`config.mk`:
```
export PLATFORM = sky130hd
export DESIGN_NAME = lcf_cell
export DESIGN_NICKNAME = d
export VERILOG_FILES = /design/src/hdl/lcf_pkg.sv /design/src/hdl/lcf_cell.sv
export SDC_FILE = /design/constraint.sdc
export NUM_CORES = 1
export LEC_CHECK = 0
export BUFFER_PORTS_ARGS = -buffer_cell sky130_fd_sc_hd__buf_2
export CAP_MARGIN = 5
export CORE_UTILIZATION = 65
export CTS_CLUSTER_DIAMETER = 100
export DETAILED_ROUTE_END_ITERATION = 6
export HOLD_SLACK_MARGIN = 0.06
export PLACE_DENSITY = 0.86
export SLEW_MARGIN = 20
export SYNTH_ARGS = -nofsm -noshare
export SYNTH_HDL_FRONTEND = slang
export SYNTH_SLANG_ARGS = --single-unit
```
`constraint.sdc`:
```
create_clock -name clock -period 13.8 [get_ports clock]
set_clock_uncertainty 0.2 [all_clocks]
set_input_delay 2.76 -clock clock [delete_from_list [all_inputs] [get_ports clock]]
set_output_delay 2.76 -clock clock [all_outputs]
set_load 0.03 [all_outputs]
```
`src/hdl/lcf_pkg.sv`:
```
`default_nettype none

package lcf_pkg;

   // Defaults for the top-level parameters.
   localparam int TAPS_MAX_DEF    = 32;
   localparam int SAMPLE_BITS_DEF = 16;

   // Fixed field widths.
   localparam int COEF_BITS      = 16;
   localparam int INDEX_BITS     = 5;
   localparam int TAP_COUNT_BITS = 6;
   localparam int Y_BITS         = 37;
   localparam int RSP_DATA_W     = ((Y_BITS + 7) / 8) * 8;

   // Bit positions of the request fields inside req_tdata.
   localparam int INDEX_LSB  = 0;
   localparam int COEF_LSB   = INDEX_LSB + INDEX_BITS;
   localparam int SAMPLE_LSB = COEF_LSB + COEF_BITS;

   localparam logic [TAP_COUNT_BITS-1:0] TAP_COUNT_RESET = 6'd32;

   // Request kinds carried on req_tuser.
   localparam logic REQ_LOAD   = 1'b0;
   localparam logic REQ_SAMPLE = 1'b1;

   typedef logic signed [Y_BITS-1:0] acc_type;

   typedef struct packed {
      logic shift;
      logic clear;
   } cell_ctrl_type;

endpackage

`default_nettype wire

```
`src/hdl/lcf_cell.sv`:
```
`default_nettype none

// One tap of the filter: a delay-line stage, its coefficient, a registered
// product and one stage of the running sum that ripples down the row.
module lcf_cell
   import lcf_pkg::*;
#(
   parameter int SAMPLE_BITS = SAMPLE_BITS_DEF
) (
   input  wire logic                          clock,
   input  wire logic                          reset,
   input  wire cell_ctrl_type                 ctrl,
   input  wire logic                          coef_we,
   input  wire logic signed [COEF_BITS-1:0]   coef_value,
   input  wire logic signed [SAMPLE_BITS-1:0] x_prev,
   input  wire acc_type                       sum_prev,
   output logic signed [SAMPLE_BITS-1:0]      x_next,
   output acc_type                            sum_next
);

   localparam int ProdW = SAMPLE_BITS + COEF_BITS;

   logic signed [SAMPLE_BITS-1:0] x_ff, x_in;
   logic signed [COEF_BITS-1:0]   h_ff, h_in;
   logic signed [ProdW-1:0]       prod_ff, prod_in;
   acc_type                       sum_ff, sum_in;

   always_comb begin
      x_in = x_ff;
      if (ctrl.clear) begin
         x_in = '0;
      end else if (ctrl.shift) begin
         x_in = x_prev;
      end
      h_in    = coef_we ? coef_value : h_ff;
      prod_in = x_ff * h_ff;
      sum_in  = sum_prev + Y_BITS'(prod_ff);
   end

   always_ff @(posedge clock) begin
      if (reset) begin
         x_ff <= '0;
         h_ff <= '0;
      end else begin
         x_ff <= x_in;
         h_ff <= h_in;
      end
   end

   // The sum stage runs freely; it is read only once the row has settled.
   always_ff @(posedge clock) begin
      prod_ff <= prod_in;
      sum_ff  <= sum_in;
   end

   assign x_next   = x_ff;
   assign sum_next = sum_ff;

endmodule

`default_nettype wire

```
==> metrics.txt <==
GRT Total Usage=0.310; vias per inst=5.63; Tightest Pin Transition=0.932 ns; final count of hold timing violations=0; post-route ant nets=0; Critical Path End Type=flop; Synth Flop Type=dfxtp_1; DR WL/cell=17.1 um; worst slack at placement=7.10 ns; hold_buf cts=0; Reg clk slew, reported paths=0.09 ns; Routed WL=32.0 mm; cts repair resizes=0; post-CTS setup buffer count=0; reg2reg setup slack=7.01 ns; syn_nets=1958; Synth Area in Simple Gates=0.140; first drt pass iteration count=5; HP Class=flop to flop; fill count=1513; Req. time, crit path=13.86 ns; WS Path Type=flop to flop; share of the synthesized area in the top cell type=0.374; row count=53; # IOs=127; Critical Path Start Type=flop; period utilisation layout=0.492; worst skew pair latency=0.37 ns; synthesized instance count=1503; Fin Hold WS=0.253 ns; maximum VDD drop=0.0000566 V; core area=21200 um2; top sig layer=met4; nets@finish=2050; layout cells sized above 1=0.0944; Slew headroom=0.378; Die Span X=149 um; commonest non-fill, non-tap cell in the layout=inv_1; clk root buf=clkbuf_16; Post-Place Cell Area=14900 um2; Seq/Total Area, Yosys=0.144; Layout Cells excl Fill=1875; antenna cells=0; Mean Syn Cell Area=9.37 um2; largest net degree at the start of global routing=20; post-synthesis xor/xnor area fraction=0.0417; first-pass GRT wire length=53.5 mm; asr flop ratio synth=0; Clock Path Buffers=2; CTS tree=done; post-synth cell types=55; multiplexer share of the synthesized area=0.0227; die height=149 um; Synth Register Bits=101; number of synthesized flops with an enable pin=0; Adder-Cell Fraction of Synth Area=0.479; met2 wire length=15.2 mm; initial antenna violation count=0; die area=22300 um2; length of routed met3 wiring=2.56 mm; setup violators final=0; worst-path maximum fanout=18; vias in the first global route=11000; CTS H-tree lvls=3; largest family of logic cells by synthesized area=adder cells; total grt overflow=0; # placed instances=1859; commonest cells after routing, fill and taps aside=inv_1 (293), fa_1 (263), nand2_1 (146); clock sink count=101; Initial Util=0.666; initial drt markers=713; Synth area leader=fa_1; Max-Cap Viols=0; Layout area overhead=7.77%; M1 WL=13.0 mm; status=complete, no violations; Worst EP arrival=6.85 ns; Pwr Density=77.9 nW/um2; top post-synthesis cells by area=fa_1 (37%), dfxtp_1 (14%), ha_1 (10%); Compound-Gate Fraction of Synth Area=0.0825; RePlAce Congestion=0.945; fin util=0.717; Fmax achieved=0.147 GHz; total number of yosys warnings=0; Leakage=8.04 nW; Num CTS Buffers=9; total number of vias=10600; worst setup margin=7.01 ns; Cell Area, Synth=14100 um2; Finished Cell Area=15200 um2; hpwl dp=25.5 mm; post-layout min period=6.79 ns; Post-route DRC=0; RSZ-0062 raised after global routing=false; Pwr Total=1.18 mW; Slew Limit Fails=0; setup_tns=0 ns; Port Buffers=126
state kept, by name (all words and copies together) (netlist names):
signal / flops
h_ff: 16
prod_ff: 32
sum_next: 37
x_next: 16
metal layers:
metal  global-route usage  up-vias
li1                     -     4835
met1                0.396     5135
met2                0.514      492
met3               0.0575       99
met4                0.138        0
met5                    0        -
worst max-delay path, cell delays in order, from the launching register on:
cell and delay (ns):
dfxtp_1 0.74, nand2_1 0.24, inv_1 0.18, fa_1 0.56, fa_1 0.57, fa_1 0.47, fa_1 0.53, fa_1 0.49
inv_1 0.05, fa_1 0.47, inv_1 0.04, ha_1 0.33, a21o_1 0.17, a21o_1 0.20, a211oi_1 0.26, o31ai_1 0.15
a21oi_2 0.23, o21ai_1 0.15, a211oi_1 0.37, a21oi_1 0.14, xnor2_1 0.15
synthesized netlist by cell type (all sizes together), types with 2 or more instances:
library cell  count
clkbuf           45
nor3             13
a31o              2
o22ai             2
nor2             76
o31ai             6
fa              263
and3              6
a2111oi           2
inv             293
nor2b             6
nor4              5
a21o             28
and2            126
or3               3
o211ai            8
o21a              8
o21ai            24
o21bai            7
o2111ai           3
nand3b            2
a31oi             9
ha              118
dfxtp           101
a21oi            60
xnor2            50
mux2i            32
nand2b            6
nand4             3
xor2             17
nand2           147
a211oi            9
nand3            10
power by group:
part	total, mW	leakage, nW	internal [mW]	switching [mW]
Clock	0.257	0.143	0.128	0.129
Sequential	0.397	0.839	0.358	0.0386
Combinational	0.528	7.06	0.204	0.324
Total	1.18	8.04	0.690	0.492
layout make-up:
cell class	count	area, um2	area share
Clock inverter	6	60.1	0.00396
Clock buffer	10	229	0.0151
Inverter	294	1100	0.0727
Multi-Input combinational cell	1063	10800	0.711
Timing Repair Buffer	126	631	0.0415
Sequential cell	101	2020	0.133
Tap cell	275	344	0.0227
worst paths after layout:
| path | from | endpoint | cells after the start |
|---|---|---|---|
| setup / recovery | x_next[15] | prod_ff[31] | 20 |
| hold / removal | prod_ff[0] | sum_next[0] | 1 |
| setup reg to reg | x_next[15] | prod_ff[31] | 20 |
| hold reg to reg | prod_ff[0] | sum_next[0] | 1 |
cells by family (layout without fill, tap and decap cells):
| logic type | Yosys count | in the layout |
|---|---|---|
| simple gates | 407 | 407 |
| fa+ha+maj | 381 | 381 |
| buf+inv | 339 | 436 |
| compound gates | 176 | 176 |
| flops | 101 | 101 |
| xor+xnor | 67 | 67 |
| mux | 32 | 32 |
(Power assumes the default switching activity.)
